==> src/hw/rtl/almd_pkg.sv <==
// shared types and constants for the integer alu pipeline
// no dependencies
package almd_pkg;

  localparam int unsigned DataWidth = 32;
  localparam int unsigned OpWidth = 4;
  localparam int unsigned StepsPerStage = 4;
  localparam int unsigned DivStages = DataWidth / StepsPerStage;

  localparam logic [OpWidth-1:0] OpAnd  = 4'd0;
  localparam logic [OpWidth-1:0] OpOr   = 4'd1;
  localparam logic [OpWidth-1:0] OpAdd  = 4'd2;
  localparam logic [OpWidth-1:0] OpXor  = 4'd3;
  localparam logic [OpWidth-1:0] OpSltu = 4'd4;
  localparam logic [OpWidth-1:0] OpNor  = 4'd5;
  localparam logic [OpWidth-1:0] OpSub  = 4'd6;
  localparam logic [OpWidth-1:0] OpSlt  = 4'd7;
  localparam logic [OpWidth-1:0] OpMul  = 4'd8;
  localparam logic [OpWidth-1:0] OpDiv  = 4'd9;

  typedef struct packed {
    logic                 valid;
    logic                 is_div;
    logic                 neg;
    logic                 dz;
    logic [DataWidth-1:0] res;
    logic [DataWidth-1:0] rem;
    logic [DataWidth-1:0] quo;
    logic [DataWidth-1:0] dsr;
  } stage_t;

endpackage

==> src/hw/rtl/almd_div_step.sv <==
// one divider stage: four restoring quotient bits per stage, registered when en is high
// depends on almd_pkg
module almd_div_step (
  input  logic             clk,
  input  logic             rst,
  input  logic             en,
  input  almd_pkg::stage_t stage_in,
  output almd_pkg::stage_t stage
);
  import almd_pkg::*;

  stage_t stage_next;
  logic [DataWidth:0]   trial;
  logic [DataWidth-1:0] rem;
  logic [DataWidth-1:0] quo;

  always_comb begin
    rem = stage_in.rem;
    quo = stage_in.quo;
    trial = '0;
    for (int i = 0; i < StepsPerStage; i++) begin
      trial = {rem, quo[DataWidth-1]};
      quo = {quo[DataWidth-2:0], 1'b0};
      if (trial >= {1'b0, stage_in.dsr}) begin
        trial = trial - {1'b0, stage_in.dsr};
        quo[0] = 1'b1;
      end
      rem = trial[DataWidth-1:0];
    end
    stage_next     = stage_in;
    stage_next.rem = rem;
    stage_next.quo = quo;
  end

  always_ff @(posedge clk) begin
    if (rst) begin
      stage.valid <= 1'b0;
    end else if (en) begin
      stage.valid <= stage_next.valid;
    end
    if (en) begin
      stage.is_div <= stage_next.is_div;
      stage.neg    <= stage_next.neg;
      stage.dz     <= stage_next.dz;
      stage.res    <= stage_next.res;
      stage.rem    <= stage_next.rem;
      stage.quo    <= stage_next.quo;
      stage.dsr    <= stage_next.dsr;
    end
  end

endmodule

==> config.mk <==
export PLATFORM = sky130hd
export DESIGN_NAME = almd_div_step
export DESIGN_NICKNAME = d
export VERILOG_FILES = /design/src/hw/rtl/almd_pkg.sv /design/src/hw/rtl/almd_div_step.sv
export SDC_FILE = /design/constraint.sdc
export NUM_CORES = 1
export LEC_CHECK = 0
export BUFFER_PORTS_ARGS = -buffer_cell sky130_fd_sc_hd__buf_2
export CAP_MARGIN = 40
export CORE_MARGIN = 3
export CORE_UTILIZATION = 53
export CTS_CLUSTER_SIZE = 25
export DETAILED_ROUTE_END_ITERATION = 10
export PLACE_DENSITY_LB_ADDON = 0.25
export RECOVER_POWER = 50
export SKIP_CTS_REPAIR_TIMING = 1
export SYNTH_ARGS = -nofsm -noshare
export SYNTH_HDL_FRONTEND = slang
export SYNTH_SLANG_ARGS = --single-unit
export TNS_END_PERCENT = 50
==> constraint.sdc <==
create_clock -name clk -period 35.1 [get_ports clk]
set_input_delay 7.02 -clock clk [delete_from_list [all_inputs] [get_ports clk]]
set_output_delay 7.02 -clock clk [all_outputs]
set_load 0.02 [all_outputs]
==> run_results.csv <==
group,metric,value,unit
hold_path,min_to,"stage[131]",
synthesis,synth_top_area_cell,"edfxtp_1",
final_layout,final_common_cell,"buf_2",
final_layout,fin_util,64.0,%
clocking,clock-root-buffer,"clkbuf_16",
sta,fin_skew,0,ns
synthesis,ys_ff_latch,132,
synthesis,synth_top_cell_area_share,32.7,%
sta,hold_ws,0.500,ns
synthesis,netlist_area,12000,um^2
critical_path,required,35.27,ns
die,die_y,157,um
critical_path,arrival,20.53,ns
sta,worst_slack,14.74,ns
die,ios,267,
final_layout,nets,1761,
sta,setup_violations,0,
clocking,cts.clk_slew.worst_paths,0.06,ns
global_route,grt_max_degree,58,
status,status,"finished with violations",
route,drt_first_pass_iters,5,
clocking,clk_path_buf_depth,2,
global_route,grt_pass1_vias,10200,
final_layout,final_layout_size_suffix_gt1_share,23.8,%
route,finalWirelength,35.5,mm
placed_design,post-dp-hpwl,28.5,mm
placed_design,io_buffers,266,
synthesis,syn-instance-count,1238,
synthesis,synthArstFlopShare,0,%
route,drc_errors,0,
global_route,overflow,0,
power_and_ir_drop,cellPowerDensity,111,nW/um^2
sta,rsz0062_at_grt,"false",
run,drv_cap,2,
sta,period_needed,20.36,ns
global_route,antenna_found_initial,5,
route,via_per_inst,6.10,
sta,slew_headroom,-80.9,%
critical_path,path_max_fanout,48,
power_and_ir_drop,ir_drop,0.0741,mV
critical_path,crit_path_top_delay_cell,"o31a_1",
hold_path,hold_class,"flip-flop to flip-flop",
sta,worst_slew_pin_slew,2.71,ns
sta,timing.final.crit_share,58.0,%
global_route,grtUsageTotal,27.7,%
die,dieWidth,157,um
critical_path,max_stage_delay,0.64,ns
final_layout,filler_cell_count,1867,
die,rows,54,
sta,max_freq,49.1,MHz
power_and_ir_drop,power.total,1.56,mW
hold_path,hold_depth,2,
synthesis,synth_flop_cell,"edfxtp_1",
power_and_ir_drop,p_leak,6.34,nW
clocking,cts_sinks,132,
route,ant_nets,0,
die,die_area,24600,um^2
critical_path,reg2reg_to,"stage[131]",
synthesis,yosysSeqAreaShare,32.8,%
critical_path,reg2reg_slack,34.51,ns
route,drt-initial-drc-count,897,
synthesis,syn_nets,1505,
placed_design,gp_congestion,0.964,
hold_path,hold_path.startpoint,"stage[131]",
critical_path,rr_startpoint,"stage[131]",
final_layout,regMostFlops,"stage",
final_layout,largest_register_ffs,132,
clocking,cts_max_level,4,
global_route,grt_pass1_wl,53.2,mm
die,coreArea,22100,um^2
sta,slew_viol_final,78,
sta,final_hold_viol_count,0,
synthesis,synth_edf_count,131,
placed_design,post-place-ws,14.61,ns
synthesis,yosys_warnings,0,
final_layout,reg_top3,"stage x132",
synthesis,ys_types,73,
final_layout,mostFrequentLayoutCells,"buf_2, edfxtp_1, ha_1",
critical_path,worstSetupStartpointType,"input port",
synthesis,synth.avg_cell_area,9.73,um^2
route,routedWlPerCell,19.8,um
clocking,clk_latency,0.42,ns
critical_path,criticalPathCategory,"input port to flip-flop",
final_layout,area_growth,17.4,%
route,vias,10900,
status,violations,"capacitance limit, slew limit",
die,start_util,54.5,%
synthesis,netlist_top_cells_area,"edfxtp_1, ha_1, mux2_2",
sta,fin_tns_setup,0,ns
critical_path,reg2regPathDepth,2,
critical_path,cp-end-kind,"flip-flop",
clocking,cts_tree,"yes",
clocking,numCtsBuffers,17,
==> worst max-delay path: cells and delay by family <==
| family | cells | cell delay (ns) |
|---|---|---|
| AND/OR/NAND/NOR | 11 | 2.36 |
| buffers and inverters | 8 | 2.33 |
| multiplexers | 3 | 1.15 |
| AO/OA/AOI/OAI | 23 | 6.20 |
| adder cells (fa/ha/maj) | 4 | 1.43 |
==> metal layers <==
layer,vias to the layer above,share of wire [%],track usage (%)
met2,534,47,46.4
met4,0,3.0,10.6
met3,66,8.2,4.34
li1,5216,-,-
met5,-,0,0
met1,5115,42,36.0
==> synthesized netlist by cell type, types with 9 or more instances <==
cell and number:
nand4_1 19, a31oi_1 14, o21a_1 15, a21o_1 59
o21bai_1 17, o21ai_0 47, mux2_4 9, o31ai_1 9
nand2_1 64, a21oi_1 121, and3_1 16, nor2b_1 13
nand3_1 23, xor2_1 32, inv_1 72, xnor2_1 75
clkbuf_1 11, ha_1 128, a211oi_1 10, buf_2 14
nor2_1 86, o31a_1 10, edfxtp_1 131, nand2b_1 16
mux2i_1 15, nor3_1 15, mux2_2 73
==> cell type report <==
| class | count | area, um^2 | area share (%) |
|---|---|---|---|
| diodes | 5 | 12.5 | 0.0885 |
| well taps | 280 | 350 | 2.48 |
| multi-input cells | 998 | 7640 | 54.1 |
| repair buffers | 270 | 1320 | 9.34 |
| inverters | 75 | 282 | 1.99 |
| clock buffers | 18 | 429 | 3.04 |
| clock inverters | 14 | 144 | 1.02 |
| flip-flops and latches | 132 | 3950 | 28.0 |
==> per-stage QoR <==
step | area (um^2) | cells
floorplan | 12000 | 1238
global placement | 13600 | 1754
detailed placement | 13600 | 1755
CTS | 14200 | 1787
global route | 14100 | 1792
finish | 14100 | 1792
==> worst max path at each step <==
stage / start / to / slack [ns] / cells past startpoint
floorplan: stage_in[14] / stage[84] / 16.55 / 57
global placement: stage_in[1] / stage[84] / 15.02 / 47
detailed placement: stage_in[15] / stage[86] / 14.61 / 49
CTS: stage_in[15] / stage[86] / 15.03 / 49
global route: stage_in[1] / stage[85] / 13.68 / 51
finish: stage_in[1] / stage[95] / 14.74 / 49
==> power breakdown <==
part	total, mW	leakage (nW)	switching, mW	internal (mW)
combinational	1.13	4.78	0.621	0.513
clock	0.177	0.269	0.0773	0.0999
sequential	0.253	1.29	0.00831	0.245
==> logic make-up (layout without fill, tap and decap cells) <==
family / count (synthesis) / in the layout / synth area share [%]
AO/OA/AOI/OAI: 372 / 372 / 20.5
XOR/XNOR: 107 / 107 / 7.78
adder cells (fa/ha/maj): 132 / 132 / 14.0
buffers and inverters: 108 / 377 / 3.79
flip-flops: 132 / 132 / 32.8
multiplexers: 97 / 97 / 9.20
other: 0 / 5 / 0
AND/OR/NAND/NOR: 290 / 290 / 11.9
No activity file was read; power rests on OpenSTA's default activity.
