File: src/hw/rtl/almd_pkg.sv
// shared types and constants for the integer alu pipeline
// no dependencies
package almd_pkg;

  localparam int unsigned DataWidth = 32;
  localparam int unsigned OpWidth = 4;
  localparam int unsigned StepsPerStage = 4;
  localparam int unsigned DivStages = DataWidth / StepsPerStage;

  localparam logic [OpWidth-1:0] OpAnd  = 4'd0;
  localparam logic [OpWidth-1:0] OpOr   = 4'd1;
  localparam logic [OpWidth-1:0] OpAdd  = 4'd2;
  localparam logic [OpWidth-1:0] OpXor  = 4'd3;
  localparam logic [OpWidth-1:0] OpSltu = 4'd4;
  localparam logic [OpWidth-1:0] OpNor  = 4'd5;
  localparam logic [OpWidth-1:0] OpSub  = 4'd6;
  localparam logic [OpWidth-1:0] OpSlt  = 4'd7;
  localparam logic [OpWidth-1:0] OpMul  = 4'd8;
  localparam logic [OpWidth-1:0] OpDiv  = 4'd9;

  typedef struct packed {
    logic                 valid;
    logic                 is_div;
    logic                 neg;
    logic                 dz;
    logic [DataWidth-1:0] res;
    logic [DataWidth-1:0] rem;
    logic [DataWidth-1:0] quo;
    logic [DataWidth-1:0] dsr;
  } stage_t;

endpackage

File: src/hw/rtl/almd_front.sv
// first stage: logic, add, compare, multiply and divider setup
// depends on almd_pkg
module almd_front (
  input  logic                           clk,
  input  logic                           rst,
  input  logic                           en,
  input  logic                           valid_in,
  input  logic [almd_pkg::OpWidth-1:0]   op,
  input  logic [almd_pkg::DataWidth-1:0] a,
  input  logic [almd_pkg::DataWidth-1:0] b,
  output almd_pkg::stage_t               stage
);
  import almd_pkg::*;

  stage_t stage_next;
  logic [DataWidth-1:0] mag_a;
  logic [DataWidth-1:0] mag_b;
  logic [DataWidth-1:0] sum;
  logic [DataWidth-1:0] diff;
  logic [DataWidth-1:0] prod;

  always_comb begin
    mag_a = a[DataWidth-1] ? (~a + 1'b1) : a;
    mag_b = b[DataWidth-1] ? (~b + 1'b1) : b;
    sum   = a + b;
    diff  = a - b;
    prod  = a * b;
    stage_next        = '0;
    stage_next.valid  = valid_in;
    stage_next.neg    = a[DataWidth-1] ^ b[DataWidth-1];
    stage_next.quo    = mag_a;
    stage_next.dsr    = mag_b;
    case (op)
      OpAnd:  stage_next.res = a & b;
      OpOr:   stage_next.res = a | b;
      OpAdd:  stage_next.res = sum;
      OpXor:  stage_next.res = a ^ b;
      OpSltu: stage_next.res = {{(DataWidth-1){1'b0}}, a < b};
      OpNor:  stage_next.res = ~(a | b);
      OpSub:  stage_next.res = diff;
      OpSlt:  stage_next.res = {{(DataWidth-1){1'b0}}, $signed(a) < $signed(b)};
      OpMul:  stage_next.res = prod;
      OpDiv: begin
        if (b == '0) begin
          stage_next.dz = 1'b1;
        end else begin
          stage_next.is_div = 1'b1;
        end
      end
      default: stage_next.res = '0;
    endcase
  end

  always_ff @(posedge clk) begin
    if (rst) begin
      stage.valid <= 1'b0;
    end else if (en) begin
      stage.valid <= stage_next.valid;
    end
    if (en) begin
      stage.is_div <= stage_next.is_div;
      stage.neg    <= stage_next.neg;
      stage.dz     <= stage_next.dz;
      stage.res    <= stage_next.res;
      stage.rem    <= stage_next.rem;
      stage.quo    <= stage_next.quo;
      stage.dsr    <= stage_next.dsr;
    end
  end

endmodule

File: config.mk
export PLATFORM = sky130hd
export DESIGN_NAME = almd_front
export DESIGN_NICKNAME = d
export VERILOG_FILES = /design/src/hw/rtl/almd_pkg.sv /design/src/hw/rtl/almd_front.sv
export SDC_FILE = /design/constraint.sdc
export NUM_CORES = 2
export LEC_CHECK = 0
export BUFFER_PORTS_ARGS = -buffer_cell sky130_fd_sc_hd__buf_4
export CAP_MARGIN = 10
export CELL_PAD_IN_SITES_DETAIL_PLACEMENT = 1
export CELL_PAD_IN_SITES_GLOBAL_PLACEMENT = 1
export CORE_MARGIN = 10
export CORE_UTILIZATION = 48
export DETAILED_ROUTE_END_ITERATION = 12
export PLACE_DENSITY = 0.92
export REMOVE_ABC_BUFFERS = 1
export SYNTH_ARGS = -nofsm -noshare
export SYNTH_HDL_FRONTEND = slang
export SYNTH_SLANG_ARGS = --single-unit
File: constraint.sdc
create_clock -name clk -period 9.5 [get_ports clk]
set_input_delay 0.475 -clock clk [delete_from_list [all_inputs] [get_ports clk]]
set_output_delay 0.475 -clock clk [all_outputs]
set_load 0.05 [all_outputs]
==> results.yml <==
setup_path:
  critPathArrivalTime_ns: 8.54
  slowest_stage_delay_cp_ns: 0.57
  path_class: "input port to register"
  critical_path.n_buffers_inverters: 4
  crit_path_cell_chain: "buf_4 > inv_1 > nor2_1 > fa_1 > fa_1 > fa_1 > inv_1 > fa_1 > inv_1 > fa_1 > ha_1 > fa_1 > fa_1 > ha_1 > nand2_1 > nor2_1 > a21oi_1 > o21ai_0 > a41oi_1 > a21oi_1 > xnor2_1 > o21ai_0 > nor4_1 > a21oi_1"
  r2r-start: "stage[131]"
  r2r.worst_path.cells: 2
  worst_reg2reg_setup_slack_ns: 8.88
  worst-path-max-fanout: 16
  setup.worst_path.end_class: "register"
  worst_ep_required_time_ns: 9.68
  cp_top_family: "adder cells"
  reg2reg_to: "stage[131]"
  cp-start-kind: "input port"
  critPathMostFrequentCell: "sky130_fd_sc_hd__fa_1"
  slowest_cell_on_the_critical_path: "sky130_fd_sc_hd__inv_1"
global_routing:
  grt_max_degree: 74
  gr-usage-all-layers_pct: 36.5
  grt_pass1_wl_um: 163000
  grt_remaining_overflow: 0
  antenna_found_initial: 5
  grt_pass1_vias: 25500
cells_and_area:
  filler_cell_count: 5946
  regMostFlops: "stage"
  seqCellArea_um2: 2990
  largest_reg_flops: 100
  layout.core_utilization_pct: 52.7
  reg.largest.list: "stage x100"
  area_growth_syn_to_layout_pct: 8.26
  finalNetCount: 3615
  multi_input_comb_area_um2: 19000
  layout_cell_share_with_drive_strength_beyond_1_pct: 9.36
  commonest_non_fill_non_tap_cell_in_the_layout: "sky130_fd_sc_hd__inv_1"
  layout_common_cells: "457 x sky130_fd_sc_hd__inv_1, 418 x sky130_fd_sc_hd__nor2_1, 410 x sky130_fd_sc_hd__fa_1, 309 x sky130_fd_sc_hd__nand2_1, 221 x sky130_fd_sc_hd__ha_1"
hold_path:
  worstHoldPathCells: 2
  worst_hold_startpoint: "rst"
  min_to: "stage[131]"
  worstHoldPathType: "input port to register"
routing:
  drt_iter0_markers: 2551
  post-route-drc-count: 0
  ant_nets: 0
  drt-total-wl_um: 110000
  wire_per_inst_um: 30.6
  via_count: 22800
  drt_pass1_iterations: 5
  vias_per_cell: 6.36
floorplanning:
  core.rowCount: 82
  core_um2: 50400
  initial_core_util_pct: 48.7
  die-area_um2: 60500
  floorplan.die.height_um: 246
  num_io_pins: 204
  die_w_um: 246
timing:
  skew_final_ns: 0
  rsz0062_at_grt: "no"
  worstMarginPinSlew_ns: 1.21
  setup_violations: 0
  fin_crit_ns: 8.37
  timing.setup.tns_ns: 0
  timing_max_transition_violations_final: 0
  worst_slew_margin_rel_pct: 18.9
  hold_viol: 0
  max_freq_ghz: 0.120
  timing.final.crit_share_pct: 88.1
clock_tree:
  cts.htree.levels: 3
  cts_root_buffer: "sky130_fd_sc_hd__clkbuf_16"
  cts_repair_resize_count: 0
  cts_hold_buffers: 0
  path_clk_slew_ns: 0.09
  cts_buffer_depth: 2
  cts_made_buffers: 9
  post_cts.repair.setup_buffers: 0
  cts.sinks: 100
  clkLatencyLatePin_ns: 0.43
  tritoncts_clock_tree: "done"
flow_run:
  cap_violations: 0
synth:
  synth_flop_cell: "sky130_fd_sc_hd__edfxtp_1"
  synth_area_per_cell_um2: 8.62
  seq_area_frac_synth_pct: 12.2
  post_synthesis_cell_area_um2: 24500
  syn-instance-count: 2844
  synthesis.yosys.warnings: 0
  ys_ff_latch: 100
  synth-async-reset-ratio_pct: 0
  synth_enable_flop_cells: 99
  yosysUniqueCellTypes: 83
placement:
  io_buffer_count: 171
  place_congestion: 1.01
  hpwl_um: 85600
run_status:
  run_status: "finished, final reports clean"
cell type report:
type | instances | area share (%)
diodes | 1 | 0.00942
clock buffers | 9 | 0.848
clock inverters | 7 | 0.254
inverters | 482 | 6.82
multi-input cells | 2108 | 71.7
flip-flops and latches | 100 | 11.3
well taps | 672 | 3.17
repair buffers | 211 | 5.97
cell usage after synthesis, types with 7 or more instances:
library cell / count / area [um^2]
sky130_fd_sc_hd__nor3_1: 29 / 145
sky130_fd_sc_hd__o31ai_1: 23 / 173
sky130_fd_sc_hd__inv_1: 457 / 1720
sky130_fd_sc_hd__o211ai_1: 16 / 120
sky130_fd_sc_hd__buf_1: 23 / 86.3
sky130_fd_sc_hd__o221ai_1: 11 / 96.3
sky130_fd_sc_hd__inv_2: 11 / 41.3
sky130_fd_sc_hd__o21a_1: 10 / 75.1
sky130_fd_sc_hd__a31oi_1: 7 / 43.8
sky130_fd_sc_hd__nand2_1: 309 / 1160
sky130_fd_sc_hd__xor2_1: 26 / 228
sky130_fd_sc_hd__a21o_1: 23 / 173
sky130_fd_sc_hd__nand2b_1: 9 / 56.3
sky130_fd_sc_hd__a211oi_1: 8 / 60.1
sky130_fd_sc_hd__a221oi_1: 36 / 315
sky130_fd_sc_hd__clkbuf_1: 123 / 462
sky130_fd_sc_hd__nor2_1: 419 / 1570
sky130_fd_sc_hd__nor4_1: 13 / 81.3
sky130_fd_sc_hd__o21ai_0: 97 / 485
sky130_fd_sc_hd__fa_1: 410 / 8210
sky130_fd_sc_hd__ha_1: 221 / 2770
sky130_fd_sc_hd__xnor2_1: 123 / 1080
sky130_fd_sc_hd__o41ai_1: 11 / 96.3
sky130_fd_sc_hd__buf_4: 32 / 240
sky130_fd_sc_hd__nand3_1: 16 / 80.1
sky130_fd_sc_hd__edfxtp_1: 99 / 2970
sky130_fd_sc_hd__nand4_1: 15 / 93.8
sky130_fd_sc_hd__o21bai_1: 14 / 105
sky130_fd_sc_hd__clkinv_1: 13 / 48.8
sky130_fd_sc_hd__a221o_1: 7 / 70.1
sky130_fd_sc_hd__o2111ai_1: 8 / 70.1
sky130_fd_sc_hd__nor2b_1: 10 / 62.6
sky130_fd_sc_hd__mux2i_1: 8 / 80.1
sky130_fd_sc_hd__or3_1: 8 / 50.1
sky130_fd_sc_hd__a21oi_1: 93 / 465
cell families after synthesis:
| logic type | Yosys count | share of synthesized area, % |
|---|---|---|
| buffers and inverters | 667 | 10.8 |
| and+or+nand+nor | 869 | 14.9 |
| other | 1 | 0.0153 |
| AOI/OAI and AO/OA | 418 | 11.6 |
| xor gates and xnor gates | 149 | 5.32 |
| DFF | 100 | 12.2 |
| muxes | 9 | 0.372 |
| adders and majority gates | 631 | 44.7 |
layer usage:
| layer | vias up | wire [um] | GRT usage, % |
|---|---|---|---|
| met2 | 1682 | 49500 | 57.0 |
| li1 | 9122 | - | - |
| met1 | 11500 | 39100 | 43.9 |
| met4 | 6 | 8200 | 23.7 |
| met5 | - | 37 | 0 |
| met3 | 482 | 13100 | 9.67 |
worst max-delay path by stage:
| stage | cells past startpoint | from | slack, ns | endpoint |
|---|---|---|---|---|
| 6_report | 24 | a[3] | 1.13 | stage[126] |
| 5_1_grt | 26 | a[3] | 1.04 | stage[126] |
| 4_1_cts | 25 | b[4] | 1.36 | stage[127] |
| 3_5_place_dp | 25 | b[4] | 0.92 | stage[127] |
| 3_3_place_gp | 25 | b[7] | 1.22 | stage[126] |
| 2_1_floorplan | 25 | b[5] | 1.99 | stage[127] |
through the flow:
stage | hold slack (ns) | area, um^2 | setup WS, ns | instances
after floorplan | 0.547 | 23800 | 1.99 | 2690
after global placement | 0.475 | 26300 | 1.22 | 3573
after detailed placement | 0.535 | 26300 | 0.918 | 3573
after CTS | 0.204 | 26600 | 1.36 | 3589
after global routing | 0.214 | 26600 | 1.04 | 3589
final | 0.210 | 26600 | 1.13 | 3590
Power is left out: the tool's default activity adds up to more than one toggle a clock period on the data nets, which glitch-free logic cannot reach.
